==> src/sv/srp_pkg.sv <==
`timescale 1ns / 1ps
// ----------------------------------------------------------------------------
// srp_pkg: shared types and constants of the status record parser
// Record text constants, size limits, handshake command/status bundles
// between the controller and the datapath, and output codes.
// ----------------------------------------------------------------------------
package srp_pkg;

  // Size limits
  localparam int SERIAL_MAX = 32;
  localparam int MAX_BYTES  = 256;

  // Derived widths
  localparam int SER_AW = (SERIAL_MAX > 1) ? $clog2(SERIAL_MAX) : 1;
  localparam int SER_CW = $clog2(SERIAL_MAX + 1);
  localparam int BT_W   = $clog2(MAX_BYTES + 2);
  localparam int COL_W  = 9;

  localparam logic [COL_W-1:0]  COL_SAT   = 9'd511;
  localparam logic [BT_W-1:0]   BYTES_LIM = BT_W'(MAX_BYTES);
  localparam logic [SER_CW-1:0] SER_LIM   = SER_CW'(SERIAL_MAX);

  // Line prefix lengths, header length and timestamp digit limit
  localparam logic [COL_W-1:0] HDR_LEN = 9'd19;
  localparam logic [COL_W-1:0] SER_PFX = 9'd7;
  localparam logic [COL_W-1:0] CON_PFX = 9'd12;
  localparam logic [COL_W-1:0] UPD_PFX = 9'd20;
  localparam logic [4:0]       DIG_MAX = 5'd20;

  localparam logic [7:0] CH_NL = 8'h0A;

  // Line texts, first character in the top byte
  localparam logic [8*19-1:0] HDR_TEXT =
    152'h46414345504C4154455F5354415455535F5631;
  localparam logic [8*7-1:0]  SER_TEXT = "serial=";
  localparam logic [8*12-1:0] CON_TEXT = 96'h64617461706C69636974793D;
  localparam logic [8*20-1:0] UPD_TEXT =
    160'h757064617465645F626F6F7474696D655F6D733D;
  localparam logic [8*9-1:0]  KW0_TEXT = "connected";
  localparam logic [8*12-1:0] KW1_TEXT = "disconnected";
  localparam logic [8*7-1:0]  KW2_TEXT = "unknown";

  // Output codes
  localparam logic [1:0] VIS_HIDDEN = 2'd0;
  localparam logic [1:0] VIS_STALE  = 2'd1;
  localparam logic [1:0] VIS_FRESH  = 2'd2;

  localparam logic [1:0] CONN_UNKNOWN      = 2'd0;
  localparam logic [1:0] CONN_CONNECTED    = 2'd1;
  localparam logic [1:0] CONN_DISCONNECTED = 2'd2;

  // Keyword slots
  localparam logic [1:0] KW_CONN  = 2'd0;
  localparam logic [1:0] KW_DISC  = 2'd1;
  localparam logic [1:0] KW_UNKN  = 2'd2;

  typedef enum logic [2:0] {
    PH_HEADER,
    PH_SERIAL,
    PH_LINK,
    PH_STAMP,
    PH_DONE
  } phase_e;

  typedef enum logic [2:0] {
    ST_IDLE,
    ST_CHECK,
    ST_JUDGE,
    ST_READ,
    ST_SEND_CHAR,
    ST_SEND_SUM
  } state_e;

  // Controller -> datapath
  typedef struct packed {
    logic take;      // record byte accepted
    logic load_now;  // final byte: capture time
    logic check;     // future test and age
    logic judge;     // visibility decision
    logic rd;        // serial store read
    logic next_idx;  // advance serial position
    logic clear;     // back to reset parse state
    logic sum_sel;   // output beat is the summary
  } srp_cmd_t;

  // Datapath -> controller
  typedef struct packed {
    logic len_zero;
    logic idx_last;
  } srp_sts_t;

  // Character of a fixed prefix text
  function automatic logic [7:0] hdr_char(input logic [4:0] i);
    logic [7:0] c;
    c = 8'h00;
    if (i < 5'd19) c = HDR_TEXT[8*(18 - int'(i)) +: 8];
    return c;
  endfunction

  function automatic logic [7:0] ser_char(input logic [2:0] i);
    logic [7:0] c;
    c = 8'h00;
    if (i < 3'd7) c = SER_TEXT[8*(6 - int'(i)) +: 8];
    return c;
  endfunction

  function automatic logic [7:0] con_char(input logic [3:0] i);
    logic [7:0] c;
    c = 8'h00;
    if (i < 4'd12) c = CON_TEXT[8*(11 - int'(i)) +: 8];
    return c;
  endfunction

  function automatic logic [7:0] upd_char(input logic [4:0] i);
    logic [7:0] c;
    c = 8'h00;
    if (i < 5'd20) c = UPD_TEXT[8*(19 - int'(i)) +: 8];
    return c;
  endfunction

  // Keyword tables
  function automatic logic [COL_W-1:0] kw_len(input logic [1:0] k);
    logic [COL_W-1:0] n;
    case (k)
      KW_CONN: n = 9'd9;
      KW_DISC: n = 9'd12;
      KW_UNKN: n = 9'd7;
      default: n = 9'd0;
    endcase
    return n;
  endfunction

  function automatic logic [7:0] kw_char(input logic [1:0] k, input logic [3:0] i);
    logic [7:0] c;
    c = 8'h00;
    case (k)
      KW_CONN: if (i < 4'd9)  c = KW0_TEXT[8*(8 - int'(i)) +: 8];
      KW_DISC: if (i < 4'd12) c = KW1_TEXT[8*(11 - int'(i)) +: 8];
      KW_UNKN: if (i < 4'd7)  c = KW2_TEXT[8*(6 - int'(i)) +: 8];
      default: c = 8'h00;
    endcase
    return c;
  endfunction

  function automatic logic [1:0] kw_code(input logic [1:0] k);
    logic [1:0] r;
    case (k)
      KW_CONN: r = CONN_CONNECTED;
      KW_DISC: r = CONN_DISCONNECTED;
      default: r = CONN_UNKNOWN;
    endcase
    return r;
  endfunction

  // Allowed serial characters
  function automatic logic serial_char_ok(input logic [7:0] c);
    return (c inside {[8'h41:8'h5A], [8'h61:8'h7A], [8'h30:8'h39],
                      8'h2E, 8'h5F, 8'h3A, 8'h2F, 8'h2D});
  endfunction

endpackage

==> src/sv/status_record_parser.sv <==
`timescale 1ns / 1ps
// ----------------------------------------------------------------------------
// status_record_parser: four-line status record checker
// Byte-wise parser with serial extraction and freshness summary.
// ----------------------------------------------------------------------------
// Usage: record bytes are taken one per cycle, each checked as it arrives.
// The byte flagged last_byte_i starts the summary: the CHECK and JUDGE
// states evaluate the timestamp against now_ms_i and the staleness
// threshold register, then each serial character goes out as one beat,
// read in ST_READ and sent in ST_SEND_CHAR (the serial store has a
// registered read port), followed by one summary beat with final_item_o
// set. A hidden record sends no serial characters. in_stall_o is high
// after the last byte until the summary beat is taken. Write the
// threshold only while no record is in flight.
// ----------------------------------------------------------------------------
module status_record_parser (
  input  logic        clk_i,
  input  logic        rst_ni,
  // Threshold register
  input  logic        cfg_we_i,
  input  logic [63:0] cfg_wdata_i,
  // Byte input
  input  logic        in_valid_i,
  output logic        in_stall_o,
  input  logic [7:0]  in_byte_i,
  input  logic        last_byte_i,
  input  logic [63:0] now_ms_i,
  // Result output
  output logic        out_valid_o,
  input  logic        out_stall_i,
  output logic [7:0]  serial_char_o,
  output logic [4:0]  serial_index_o,
  output logic [5:0]  serial_length_o,
  output logic [1:0]  visibility_o,
  output logic [1:0]  connection_o,
  output logic [63:0] updated_ms_o,
  output logic        final_item_o
);
  import srp_pkg::*;

  srp_cmd_t cmd;
  srp_sts_t sts;

  // Sequencer
  srp_ctrl u_ctrl (
    .clk_i       (clk_i),
    .rst_ni      (rst_ni),
    .in_valid_i  (in_valid_i),
    .last_byte_i (last_byte_i),
    .out_stall_i (out_stall_i),
    .sts_i       (sts),
    .cmd_o       (cmd),
    .in_stall_o  (in_stall_o),
    .out_valid_o (out_valid_o)
  );

  // Parser and evaluation datapath
  srp_dp u_dp (
    .clk_i           (clk_i),
    .rst_ni          (rst_ni),
    .cmd_i           (cmd),
    .sts_o           (sts),
    .cfg_we_i        (cfg_we_i),
    .cfg_wdata_i     (cfg_wdata_i),
    .in_byte_i       (in_byte_i),
    .now_ms_i        (now_ms_i),
    .serial_char_o   (serial_char_o),
    .serial_index_o  (serial_index_o),
    .serial_length_o (serial_length_o),
    .visibility_o    (visibility_o),
    .connection_o    (connection_o),
    .updated_ms_o    (updated_ms_o),
    .final_item_o    (final_item_o)
  );

endmodule

==> src/sv/srp_ram.sv <==
`timescale 1ns / 1ps
// ----------------------------------------------------------------------------
// srp_ram: generic single-write, single-read RAM
// One write port, one read port with registered read data.
// ----------------------------------------------------------------------------
module srp_ram #(
  parameter int WIDTH = 8,
  parameter int DEPTH = 32
) (
  input  logic                                       clk_i,
  input  logic                                       we_i,
  input  logic [((DEPTH > 1) ? $clog2(DEPTH) : 1)-1:0] waddr_i,
  input  logic [WIDTH-1:0]                           wdata_i,
  input  logic                                       re_i,
  input  logic [((DEPTH > 1) ? $clog2(DEPTH) : 1)-1:0] raddr_i,
  output logic [WIDTH-1:0]                           rdata_o
);

  logic [WIDTH-1:0] mem_q [DEPTH];
  logic [WIDTH-1:0] rdata_q;

  // Write port
  always_ff @(posedge clk_i) begin
    if (we_i) mem_q[waddr_i] <= wdata_i;
  end

  // Registered read port
  always_ff @(posedge clk_i) begin
    if (re_i) rdata_q <= mem_q[raddr_i];
  end

  assign rdata_o = rdata_q;

endmodule

==> src/sv/srp_ctrl.sv <==
`timescale 1ns / 1ps
// ----------------------------------------------------------------------------
// srp_ctrl: status record parser controller
// Takes record bytes while idle, then sequences evaluation, serial beats
// and the summary beat.
// ----------------------------------------------------------------------------
module srp_ctrl (
  input  logic              clk_i,
  input  logic              rst_ni,
  input  logic              in_valid_i,
  input  logic              last_byte_i,
  input  logic              out_stall_i,
  input  srp_pkg::srp_sts_t sts_i,
  output srp_pkg::srp_cmd_t cmd_o,
  output logic              in_stall_o,
  output logic              out_valid_o
);
  import srp_pkg::*;

  state_e state_q, state_d;

  // State register
  always_ff @(posedge clk_i or negedge rst_ni) begin
    if (!rst_ni) begin
      state_q <= ST_IDLE;
    end else begin
      state_q <= state_d;
    end
  end

  // Next state
  always_comb begin
    state_d = state_q;
    case (state_q)
      ST_IDLE: begin
        if (in_valid_i && last_byte_i) state_d = ST_CHECK;
      end
      ST_CHECK: state_d = ST_JUDGE;
      ST_JUDGE: state_d = ST_READ;
      ST_READ: begin
        state_d = sts_i.len_zero ? ST_SEND_SUM : ST_SEND_CHAR;
      end
      ST_SEND_CHAR: begin
        if (!out_stall_i) state_d = sts_i.idx_last ? ST_SEND_SUM : ST_READ;
      end
      ST_SEND_SUM: begin
        if (!out_stall_i) state_d = ST_IDLE;
      end
      default: state_d = ST_IDLE;
    endcase
  end

  // Outputs and commands
  always_comb begin
    cmd_o       = '0;
    in_stall_o  = 1'b1;
    out_valid_o = 1'b0;
    case (state_q)
      ST_IDLE: begin
        in_stall_o     = 1'b0;
        cmd_o.take     = in_valid_i;
        cmd_o.load_now = in_valid_i && last_byte_i;
      end
      ST_CHECK: cmd_o.check = 1'b1;
      ST_JUDGE: cmd_o.judge = 1'b1;
      ST_READ:  cmd_o.rd = !sts_i.len_zero;
      ST_SEND_CHAR: begin
        out_valid_o    = 1'b1;
        cmd_o.next_idx = !out_stall_i && !sts_i.idx_last;
      end
      ST_SEND_SUM: begin
        out_valid_o   = 1'b1;
        cmd_o.sum_sel = 1'b1;
        cmd_o.clear   = !out_stall_i;
      end
      default: in_stall_o = 1'b1;
    endcase
  end

endmodule

==> src/sv/srp_dp.sv <==
`timescale 1ns / 1ps
// ----------------------------------------------------------------------------
// srp_dp: status record parser datapath
// Per-byte line checks, serial store, timestamp accumulator, age and
// visibility evaluation, output fields.
// ----------------------------------------------------------------------------
module srp_dp (
  input  logic              clk_i,
  input  logic              rst_ni,
  input  srp_pkg::srp_cmd_t cmd_i,
  output srp_pkg::srp_sts_t sts_o,
  input  logic              cfg_we_i,
  input  logic [63:0]       cfg_wdata_i,
  input  logic [7:0]        in_byte_i,
  input  logic [63:0]       now_ms_i,
  output logic [7:0]        serial_char_o,
  output logic [4:0]        serial_index_o,
  output logic [5:0]        serial_length_o,
  output logic [1:0]        visibility_o,
  output logic [1:0]        connection_o,
  output logic [63:0]       updated_ms_o,
  output logic              final_item_o
);
  import srp_pkg::*;

  // Parse state
  phase_e             phase_q, phase_d;
  logic [COL_W-1:0]   col_q, col_d;
  logic [BT_W-1:0]    bt_q, bt_d;
  logic               bad_q, bad_d;
  logic [SER_CW-1:0]  cnt_q, cnt_d;
  logic [2:0]         alive_q, alive_d;
  logic [63:0]        acc_q, acc_d;
  logic [4:0]         dig_q, dig_d;

  // Evaluation and emission state
  logic [63:0]        stale_q;
  logic [63:0]        now_q;
  logic               future_q;
  logic [63:0]        diff_q;
  logic [1:0]         vis_q, conn_q;
  logic [SER_CW-1:0]  len_q;
  logic [63:0]        upd_q;
  logic [SER_AW-1:0]  idx_q;

  // Per-byte helpers
  logic               nl, over, fail, step;
  logic               ser_we;
  logic [COL_W-1:0]   pos;
  logic [2:0]         match;
  logic [67:0]        acc_x10;
  logic [7:0]         ram_rdata;
  logic               eval_ok;
  logic [1:0]         conn_sel;

  assign nl      = (in_byte_i == CH_NL);
  assign pos     = col_q - CON_PFX;
  assign acc_x10 = ({4'd0, acc_q} << 3) + ({4'd0, acc_q} << 1)
                   + 68'(in_byte_i[3:0]);

  // Byte parser
  always_comb begin
    phase_d = phase_q;
    col_d   = col_q;
    bt_d    = bt_q;
    bad_d   = bad_q;
    cnt_d   = cnt_q;
    alive_d = alive_q;
    acc_d   = acc_q;
    dig_d   = dig_q;
    over    = 1'b0;
    fail    = 1'b0;
    step    = 1'b0;
    ser_we  = 1'b0;
    match   = 3'b000;
    if (cmd_i.clear) begin
      phase_d = PH_HEADER;
      col_d   = '0;
      bt_d    = '0;
      bad_d   = 1'b0;
      cnt_d   = '0;
      alive_d = 3'b111;
      acc_d   = '0;
      dig_d   = '0;
    end else if (cmd_i.take) begin
      if (bt_q <= BYTES_LIM) bt_d = bt_q + BT_W'(1);
      over = (bt_d > BYTES_LIM);
      if (over) begin
        bad_d = 1'b1;
      end else if (!bad_q) begin
        case (phase_q)
          PH_HEADER: begin
            if (nl) begin
              if (col_q != HDR_LEN) begin
                fail = 1'b1;
              end else begin
                phase_d = PH_SERIAL;
                col_d   = '0;
              end
            end else if (col_q >= HDR_LEN || in_byte_i != hdr_char(col_q[4:0])) begin
              fail = 1'b1;
            end else begin
              step = 1'b1;
            end
          end
          PH_SERIAL: begin
            if (col_q < SER_PFX) begin
              fail = nl || (in_byte_i != ser_char(col_q[2:0]));
              step = !fail;
            end else if (nl) begin
              if (cnt_q == '0) begin
                fail = 1'b1;
              end else begin
                phase_d = PH_LINK;
                col_d   = '0;
              end
            end else if (!serial_char_ok(in_byte_i) || cnt_q >= SER_LIM) begin
              fail = 1'b1;
            end else begin
              ser_we = 1'b1;
              cnt_d  = cnt_q + SER_CW'(1);
              step   = 1'b1;
            end
          end
          PH_LINK: begin
            if (col_q < CON_PFX) begin
              fail = nl || (in_byte_i != con_char(col_q[3:0]));
              step = !fail;
            end else if (nl) begin
              for (int k = 0; k < 3; k++) begin
                if (alive_q[k] && kw_len(2'(k)) == pos) match = 3'(1 << k);
              end
              if (match == 3'b000) begin
                fail = 1'b1;
              end else begin
                alive_d = match;
                phase_d = PH_STAMP;
                col_d   = '0;
              end
            end else begin
              for (int k = 0; k < 3; k++) begin
                if (pos >= kw_len(2'(k)) || in_byte_i != kw_char(2'(k), pos[3:0])) begin
                  alive_d[k] = 1'b0;
                end
              end
              step = 1'b1;
            end
          end
          PH_STAMP: begin
            if (col_q < UPD_PFX) begin
              fail = nl || (in_byte_i != upd_char(col_q[4:0]));
              step = !fail;
            end else if (nl) begin
              if (dig_q == '0) begin
                fail = 1'b1;
              end else begin
                phase_d = PH_DONE;
                col_d   = '0;
              end
            end else if (!(in_byte_i inside {[8'h30:8'h39]}) || dig_q >= DIG_MAX
                         || (|acc_x10[67:64])) begin
              fail = 1'b1;
            end else begin
              acc_d = acc_x10[63:0];
              dig_d = dig_q + 5'd1;
              step  = 1'b1;
            end
          end
          default: fail = 1'b1;
        endcase
        if (fail) begin
          bad_d = 1'b1;
        end else if (step && col_q < COL_SAT) begin
          col_d = col_q + COL_W'(1);
        end
      end
    end
  end

  // Parse registers
  always_ff @(posedge clk_i or negedge rst_ni) begin
    if (!rst_ni) begin
      phase_q <= PH_HEADER;
      col_q   <= '0;
      bt_q    <= '0;
      bad_q   <= 1'b0;
      cnt_q   <= '0;
      alive_q <= 3'b111;
      acc_q   <= '0;
      dig_q   <= '0;
    end else begin
      phase_q <= phase_d;
      col_q   <= col_d;
      bt_q    <= bt_d;
      bad_q   <= bad_d;
      cnt_q   <= cnt_d;
      alive_q <= alive_d;
      acc_q   <= acc_d;
      dig_q   <= dig_d;
    end
  end

  // Threshold register
  always_ff @(posedge clk_i or negedge rst_ni) begin
    if (!rst_ni) begin
      stale_q <= '0;
    end else if (cfg_we_i) begin
      stale_q <= cfg_wdata_i;
    end
  end

  // Serial store
  srp_ram #(
    .WIDTH (8),
    .DEPTH (SERIAL_MAX)
  ) u_serial_ram (
    .clk_i   (clk_i),
    .we_i    (ser_we),
    .waddr_i (cnt_q[SER_AW-1:0]),
    .wdata_i (in_byte_i),
    .re_i    (cmd_i.rd),
    .raddr_i (idx_q),
    .rdata_o (ram_rdata)
  );

  // Evaluation: future test and age, then visibility
  always_comb begin
    eval_ok  = !bad_q && (phase_q == PH_DONE) && (stale_q != '0) && !future_q;
    conn_sel = CONN_UNKNOWN;
    for (int k = 0; k < 3; k++) begin
      if (alive_q[k]) conn_sel = kw_code(2'(k));
    end
  end

  always_ff @(posedge clk_i) begin
    if (cmd_i.load_now) now_q <= now_ms_i;
    if (cmd_i.check) begin
      future_q <= (acc_q > now_q);
      diff_q   <= now_q - acc_q;
    end
    if (cmd_i.judge) begin
      if (eval_ok) begin
        len_q <= cnt_q;
        upd_q <= acc_q;
        if (diff_q > stale_q) begin
          vis_q  <= VIS_STALE;
          conn_q <= CONN_UNKNOWN;
        end else begin
          vis_q  <= VIS_FRESH;
          conn_q <= conn_sel;
        end
      end else begin
        len_q  <= '0;
        upd_q  <= '0;
        vis_q  <= VIS_HIDDEN;
        conn_q <= CONN_UNKNOWN;
      end
    end
  end

  // Serial position
  always_ff @(posedge clk_i or negedge rst_ni) begin
    if (!rst_ni) begin
      idx_q <= '0;
    end else if (cmd_i.clear) begin
      idx_q <= '0;
    end else if (cmd_i.next_idx) begin
      idx_q <= idx_q + SER_AW'(1);
    end
  end

  assign sts_o.len_zero = (len_q == '0);
  assign sts_o.idx_last = ((SER_CW'(idx_q) + SER_CW'(1)) == len_q);

  // Output beat fields
  assign serial_char_o   = cmd_i.sum_sel ? 8'h00 : ram_rdata;
  assign serial_index_o  = cmd_i.sum_sel ? 5'd0 : 5'(idx_q);
  assign serial_length_o = 6'(len_q);
  assign visibility_o    = vis_q;
  assign connection_o    = conn_q;
  assign updated_ms_o    = upd_q;
  assign final_item_o    = cmd_i.sum_sel;

endmodule
==> config.mk <==
export PLATFORM = sky130hd
export DESIGN_NAME = status_record_parser
export DESIGN_NICKNAME = d
export VERILOG_FILES = /design/src/sv/srp_pkg.sv /design/src/sv/status_record_parser.sv /design/src/sv/srp_ram.sv /design/src/sv/srp_ctrl.sv /design/src/sv/srp_dp.sv
export SDC_FILE = /design/constraint.sdc
export NUM_CORES = 1
export LEC_CHECK = 0
export ABC_AREA = 1
export BUFFER_PORTS_ARGS = -buffer_cell sky130_fd_sc_hd__clkbuf_2
export CORE_MARGIN = 3
export CORE_UTILIZATION = 30
export DETAILED_ROUTE_END_ITERATION = 8
export HOLD_SLACK_MARGIN = 0.08
export SLEW_MARGIN = 20
export SYNTH_ARGS = -nofsm -noshare
export SYNTH_HDL_FRONTEND = slang
export SYNTH_SLANG_ARGS = --single-unit
==> constraint.sdc <==
create_clock -name clk_i -period 5.4 [get_ports clk_i]
set_input_delay 0.54 -clock clk_i [delete_from_list [all_inputs] [get_ports clk_i]]
set_output_delay 0.54 -clock clk_i [all_outputs]
set_load 0.03 [all_outputs]
Word-level counts from Yosys, hierarchy flattened

Memories as Yosys holds them, arrays and structs flattened. A register that Yosys moved wholly into a read port is not among the register bits.
Index checks and enable logic that the tools add are counted.

Memories: 1
Memory bits (writable): 256
Output and inout port bits: 90
Register bits: 375
Input bits: 142
Word-level logic and storage cells: 431

Magnitude comparators: 27
Shift operators: 7
Eq/ne operators: 50
Multiplexer cells: 246
Add/sub/neg operators: 17
Bitwise operators: 1
Reductions and logical operators: 61

Memories:

| name                    | depth | width | read ports | clocked after Yosys merged registers in | write ports | line          | source |
|---|---|---|---|---|---|---|---|
| u_dp.u_serial_ram.mem_q | 32    | 8     | 1          | 1                                       | 1           | srp_ram.sv:19 | `logic [WIDTH-1:0] mem_q [DEPTH];` |

Operator list:

| cell                                                                           | count |
|---|---|
| 9-bit 2-to-1 mux                                                               | 64 |
| 64-bit 2-to-1 mux                                                              | 8 |
| 8-bit 2-to-1 mux                                                               | 53 |
| 96-bit by 32-bit indexed part select with 8-bit output (first input constant)  | 2 |
| 160-bit by 32-bit indexed part select with 8-bit output (first input constant) | 1 |
| 152-bit by 32-bit indexed part select with 8-bit output (first input constant) | 1 |
| 64-bit greater-than comparator                                                 | 2 |
| 56-bit by 32-bit indexed part select with 8-bit output (first input constant)  | 2 |
| 3-bit 2-to-1 mux                                                               | 35 |
| 72-bit by 32-bit indexed part select with 8-bit output (first input constant)  | 1 |
| 67-bit by 65-bit adder with 68-bit output                                      | 1 |
| 68-bit by 4-bit adder with 68-bit output                                       | 1 |
| 64-bit nonzero test                                                            | 1 |
| 64-bit subtractor                                                              | 1 |
| 1-bit 2-to-1 mux                                                               | 57 |
| 8-bit != test                                                                  | 7 |
| 5-bit 2-to-1 mux                                                               | 11 |
| 6-bit 2-to-1 mux                                                               | 8 |
| 9-bit one-hot mux with 4 select lines                                          | 1 |
| 7-bit AND reduction                                                            | 5 |
| 8-bit by 6-bit == test with 1-bit output (second input constant)               | 4 |
| 9-bit == test                                                                  | 3 |
| 9-bit >= comparator                                                            | 3 |
| 3-bit != test (second input constant)                                          | 8 |
| 56 further kinds                                                               | 129 |

Logic depth before layout (Yosys ltp)

Depth in word-level cells: 34
Depth in mapped cells: 26
Gate-level depth less buffers: 25

Modules after synthesis

From an unflattened synthesis, not the netlist that was laid out.

Cells, all modules: 4,613
Area, all modules: 38,821.0 µm²

By module, submodules not included:

| module   | sequential area each (µm²) | area each (µm²) | cells each | instances |
|---|---|---|---|---|
| srp_dp   | 10,328.7                   | 27,695.3        | 3,650      | 1 |
| srp_ram  | 7,927.6                    | 10,866.7        | 922        | 1 |
| srp_ctrl | 75.1                       | 259.0           | 41         | 1 |

Worst setup path before layout

No wires, ideal clock.

Path kind: register to register
From: register u_ctrl.state_q[1]
To: register u_dp.diff_q[0] (enable)
Library setup time: 0.571 ns
Data required time: 4.829 ns
Stages on the path, launching flop included: 2
Clock period less this slack: 5.468 ns
Path buffers: 0
Path slack: -0.068 ns
Data arrival time: 4.897 ns
Path through: dfrtp_1 nor3_1

Word-level cells in the longest chain between the ends: 2

Ends and longest elaborated chain:

| element                                  | line           | source |
|---|---|---|
| from (decl)                              | srp_ctrl.sv:20 | `state_e state_q, state_d;` |
| from (signal assigned)                   | srp_ctrl.sv:27 | `state_q <= state_d;` |
| 3-bit by 1-bit == test with 1-bit output | srp_ctrl.sv:58 | `case (state_q)` |
| 1-bit 2-to-1 mux                         | srp_ctrl.sv:58 |  |
| to (signal assigned)                     | srp_dp.sv:239  | `diff_q <= now_q - acc_q;` |
| to (decl)                                | srp_dp.sv:40   | `logic [63:0] diff_q;` |

Every way passes these cells.
A chain may end at the register's enable or synchronous reset.

Worst setup path in the final report

From: register u_dp.acc_q[0]
To: register u_dp.acc_q[28]

Word-level cells in the longest chain between the ends: 10
Elaborated cells between the ends (all ways): 14
Those cells by class: add/sub: 2; eq/ne: 1; mux: 8; reduce/logical: 3

Ends and longest elaborated chain:

| element                                       | line          | source |
|---|---|---|
| from (decl)                                   | srp_dp.sv:33  | `logic [63:0] acc_q, acc_d;` |
| from (signal assigned)                        | srp_dp.sv:189 | `acc_q <= '0;` |
| from (signal assigned)                        | srp_dp.sv:198 | `acc_q <= acc_d;` |
| 67-bit by 65-bit adder with 68-bit output (*) | srp_dp.sv:58  | `assign acc_x10 = ({4'd0, acc_q} << 3) + ({4'd0, acc_q} << 1)` |
| 68-bit by 4-bit adder with 68-bit output (*)  | srp_dp.sv:59  | `+ 68'(in_byte_i[3:0]);` |
| 64-bit 2-to-1 mux                             | srp_dp.sv:160 | `end else if (!(in_byte_i inside {[8'h30:8'h39]}) \|\| dig_q >= DIG_MAX` |
| 64-bit 2-to-1 mux                             | srp_dp.sv:153 | `end else if (nl) begin` |
| 64-bit 2-to-1 mux                             | srp_dp.sv:150 | `if (col_q < UPD_PFX) begin` |
| 64-bit 2-to-1 mux                             | srp_dp.sv:91  | `case (phase_q)` |
| 64-bit 2-to-1 mux                             | srp_dp.sv:90  | `end else if (!bad_q) begin` |
| 64-bit 2-to-1 mux                             | srp_dp.sv:88  | `if (over) begin` |
| 64-bit 2-to-1 mux                             | srp_dp.sv:85  | `end else if (cmd_i.take) begin` |
| 64-bit 2-to-1 mux                             | srp_dp.sv:76  | `if (cmd_i.clear) begin` |

Mark *: on every way between the ends. The rest lies on a longest branch, timed or not. The select of a mux whose other input is x is not followed.

==> flow_metrics.env <==
export IMPL_status="finished with violations"
export IMPL_violations="design-rule violations"
export IMPL_worstRegToRegCells=21
export IMPL_max_stage_delay_ns=0.52
export IMPL_cap_violations=0
export IMPL_power_density_nw_per_um2=525
export IMPL_top_level_ports=232
export IMPL_min_to="u_dp.stale_q[44]$_DFFE_PN0P_"
export IMPL_gp_congestion=0.926
export IMPL_report_final_slew_viol_count=0
export IMPL_period_needed_ns=4.25
export IMPL_htree_num_levels=3
export IMPL_pwr_share_seq=0.309
export IMPL_grt_max_degree=91
export IMPL_drtPass1Iterations=8
export IMPL_finalHoldViolCount=0
export IMPL_p_leak_nw=18.7
export IMPL_vias=31700
export IMPL_synth_compound_area_frac=0.137
export IMPL_die_y_um=361
export IMPL_root_buffer="clkbuf_16"
export IMPL_stdcell_count=6247
export IMPL_critical_path_slowest_cell="fa_1"
export IMPL_whs_path_depth=3
export IMPL_r2r_end="u_dp.acc_q[28]$_DFFE_PN0P_"
export IMPL_switching_power_mw=10.3
export IMPL_fp_dieArea_um2=130000
export IMPL_crit_required_ns=5.89
export IMPL_grt_pass1_vias=30500
export IMPL_setup_viol=0
export IMPL_regArea_um2=18300
export IMPL_crit_path_end_kind="flip-flop"
export IMPL_dieWidth_um=361
export IMPL_use_met1=0.253
export IMPL_regToRegStartpoint="u_dp.acc_q[0]$_DFFE_PN0P_"
export IMPL_synthSimpleGateAreaFrac=0.183
export IMPL_p_int_mw=12.8
export IMPL_layout_drive_gt1_share=0.102
export IMPL_drc=2
export IMPL_clk_insertion_delay_late_ns=0.66
export IMPL_postRouteAntennaNets=0
export IMPL_hp_class="input pin to flip-flop"
export IMPL_grt_overflow=0
export IMPL_grt_antenna_before_repair=12
export IMPL_final_setup_skew_ns=0.0385
export IMPL_slew_headroom=0.268
export IMPL_crit_family="simple AND/OR/NAND/NOR gates"
export IMPL_grt_pass1_wl_um=183000
export IMPL_criticalPathCategory="flip-flop to flip-flop"
export IMPL_multi_input_area_um2=17000
export IMPL_cts_sinks=639
export IMPL_place_inst=6033
export IMPL_synth_xor_area_frac=0.0374
export IMPL_viasPerCell=5.07
export IMPL_yosysMostFrequentCell="nand2_1"
export IMPL_yosys_area_share_adder=0.0924
export IMPL_drt_iter0_drc=2887
export IMPL_nets=4966
export IMPL_seq_area_frac_synth=0.486
export IMPL_p_sw_frac=0.445
export IMPL_syn_nets=4668
export IMPL_cts_buffer_depth=3
export IMPL_grt_usage=0.181
export IMPL_fin_crit_sh=0.787
export IMPL_pwr_share_comb=0.471
export IMPL_synthFlopType="edfxtp_1"
export IMPL_synth_top_family_by_area="simple AND/OR/NAND/NOR gates"
export IMPL_cp_common_cell="nand2_1"
export IMPL_netlist_area_um2=37700
export IMPL_crit_buf_inv=3
export IMPL_vdd_ir_drop_max_uv=242
export IMPL_cp_data_arrival_time_ns=4.74
export IMPL_cp_cell_sequence="inv_1 > fa_1 > inv_1 > fa_1 > nand3_1 > nand2_1 > nand2_1 > nand2_1 > nand2_1 > nand2_1 > nand2_1 > nand2_1 > nand2_1 > nand2_1 > nand2_1 > nand2_1 > nor4_1 > nand2_4 > nand2_4 > buf_12 > o22ai_2"
export IMPL_async_flop_share=0.269
export IMPL_synth_seq_cells=639
export IMPL_syn_area_per_cell_um2=8.88
export IMPL_yosysTopAreaCellShare=0.372
export IMPL_grt_most_used_layer="met2"
export IMPL_area_growth_pct=16.3
export IMPL_yosysTopAreaCell="edfxtp_1"
export IMPL_numCtsBuffers=74
export IMPL_clkTransAtPathRegs_ns=0.06
export IMPL_grt_util_met2=0.287
export IMPL_cp_max_fo=38
export IMPL_crit_path_start_kind="flip-flop"
export IMPL_synth_cells=4249
export IMPL_wl_per_cell_um=19.4
export IMPL_rows=129
export IMPL_worst_pin_slew_ns=1.10
export IMPL_r2r_slack_ns=1.15
export IMPL_synth_edf_count=467
export IMPL_yosysUniqueCellTypes=61
export IMPL_fillers=12700
export IMPL_synth_common_cells="817 x nand2_1, 548 x nor2_1, 495 x inv_1"
export IMPL_wirelength_um=121000
export IMPL_rsz0062_at_grt="no"
export IMPL_port_buffer_count=231
export IMPL_met3_usage=0.0344
export IMPL_synth_warnings=0
export IMPL_clkPwrFrac=0.220
export IMPL_max_freq_mhz=235
export IMPL_worstHoldStart="cfg_wdata_i[44]"
export IMPL_synth_area_top_cells="edfxtp_1 37%, dfrtp_1 11%, ha_1 9.1%, nand2_1 8.1%, nor2_1 5.5%"
export IMPL_cts_resized=0
export IMPL_fin_tns_setup_ns=0
export IMPL_start_util=0.304
export IMPL_dp_hpwl_um=90400
export IMPL_coreArea_um2=124000
export IMPL_synth_mux_area_fraction=0.000298
export IMPL_cts_tree="yes"
stage by stage:
step	cell area (µm²)	power (mW)	utilization	setup WS, ns	hold WS (ns)
after detailed placement	40700	17.8	0.328	0.653	0.481
after global placement	40700	17.8	0.328	0.698	0.480
after CTS	43900	23.1	0.353	1.09	0.0811
after global routing	43900	24.6	0.353	0.729	0.107
after floorplan	37700	14.4	-	1.21	0.244
final	43900	23.0	0.353	1.15	0.112
placed cells by master (no fill, tap or decap), drive strengths merged, types with 3 or more instances in the layout:
| cell | synthesis | routed |
|---|---|---|
| inv | 504 | 509 |
| o21ai | 360 | 360 |
| xor2 | 97 | 97 |
| o21bai | 19 | 19 |
| o22ai | 145 | 145 |
| dlygate4sd3 | 0 | 75 |
| a31oi | 55 | 55 |
| nor3b | 5 | 5 |
| nor4 | 26 | 26 |
| fa | 3 | 3 |
| o2111ai | 4 | 4 |
| a211oi | 7 | 7 |
| bufinv | 0 | 5 |
| nand3 | 165 | 165 |
| a21oi | 214 | 214 |
| nor2 | 550 | 550 |
| clkbuf | 85 | 328 |
| dfrtp | 169 | 169 |
| dfstp | 3 | 3 |
| ha | 274 | 274 |
| clkinv | 4 | 30 |
| a2111oi | 3 | 3 |
| edfxtp | 467 | 467 |
| nor3 | 57 | 57 |
| buf | 30 | 32 |
| o211ai | 10 | 10 |
| nand4 | 41 | 41 |
| a21o | 16 | 16 |
| a21boi | 5 | 5 |
| a31o | 4 | 4 |
| xnor2 | 64 | 64 |
| o31ai | 3 | 3 |
| clkinvlp | 0 | 3 |
| a221oi | 3 | 3 |
| nand2 | 827 | 827 |
| o21a | 9 | 9 |
| or2 | 5 | 5 |
cell families (layout without fill, tap and decap cells):
group	after synthesis	after routing
AND/OR/NAND/NOR	1685	1685
flip-flops	639	639
multiplexers	1	1
other	0	2
XOR/XNOR	161	161
AO/OA/AOI/OAI	863	863
buffers and inverters	623	982
adder cells (fa/ha/maj)	277	277
flip-flops by register name (all words and copies together) (netlist names), 6 cells and up:
name	cells
u_dp.u_serial_ram.mem_q	256
u_dp.acc_q	64
u_dp.diff_q	64
u_dp.now_q	64
u_dp.stale_q	64
u_dp.updated_ms_o	64
u_dp.bt_q	9
u_dp.col_q	9
u_dp.u_serial_ram.rdata_o	8
u_dp.cnt_q	6
u_dp.serial_length_o	6
worst reg2reg max path, stage by stage (launching register included):
cell	delay (ns)
dfrtp_1	0.39
inv_1	0.10
fa_1	0.52
inv_1	0.07
fa_1	0.46
nand3_1	0.09
nand2_1	0.10
nand2_1	0.08
nand2_1	0.09
nand2_1	0.08
nand2_1	0.13
nand2_1	0.09
nand2_1	0.15
nand2_1	0.10
nand2_1	0.09
nand2_1	0.09
nand2_1	0.07
nor4_1	0.46
nand2_4	0.10
nand2_4	0.36
buf_12	0.29
o22ai_2	0.18
final cells by class:
| cell class | count | area share |
|---|---|---|
| Clock inverter | 39 | 0.00989 |
| Sequential cell | 639 | 0.418 |
| Timing Repair Buffer | 337 | 0.0496 |
| Clock buffer | 98 | 0.0454 |
| Inverter | 508 | 0.0435 |
| Tap cell | 1637 | 0.0466 |
| Multi-Input combinational cell | 2987 | 0.387 |
| Antenna cell | 2 | 0.000114 |
how the worst max path moves through the flow:
stage	startpoint	to	slack (ns)	depth (start not counted)
detailed placement	in_byte_i[3]	u_dp.dig_q[4]$_DFFE_PN0P_	0.65	22
finish	u_dp.acc_q[0]$_DFFE_PN0P_	u_dp.acc_q[28]$_DFFE_PN0P_	1.15	21
floorplan	u_ctrl.state_q[2]$_DFFE_PN0P_	u_dp.connection_o[0]$_SDFFCE_PP0P_	1.21	3
CTS	u_dp.acc_q[0]$_DFFE_PN0P_	u_dp.acc_q[62]$_DFFE_PN0P_	1.09	22
global route	u_dp.acc_q[0]$_DFFE_PN0P_	u_dp.acc_q[62]$_DFFE_PN0P_	0.73	22
global placement	in_byte_i[3]	u_dp.dig_q[4]$_DFFE_PN0P_	0.70	22
per-layer routing:
layer  up-vias  share of wire
li1      15100              -
met1     15200           0.45
met2      1184           0.45
met3       190          0.075
met4         8          0.025
met5         -        0.00046
repair_timing:
item	in CTS	in global routing
hold buffers	75	0
hold endpoints to repair	153	0
buffers inserted	0	0
power by group through the flow:
stage                     clock network [mW]  registers (mW)  logic [mW]
after floorplan                            0            7.14        7.27
after detailed placement                   0            7.19        10.6
final                                   5.08            7.11        10.9
after CTS                               5.18            7.10        10.8
after global placement                     0            7.18        10.6
after global routing                    5.37            7.20        12.0
Note: power is estimated with default switching activity, not from simulation.
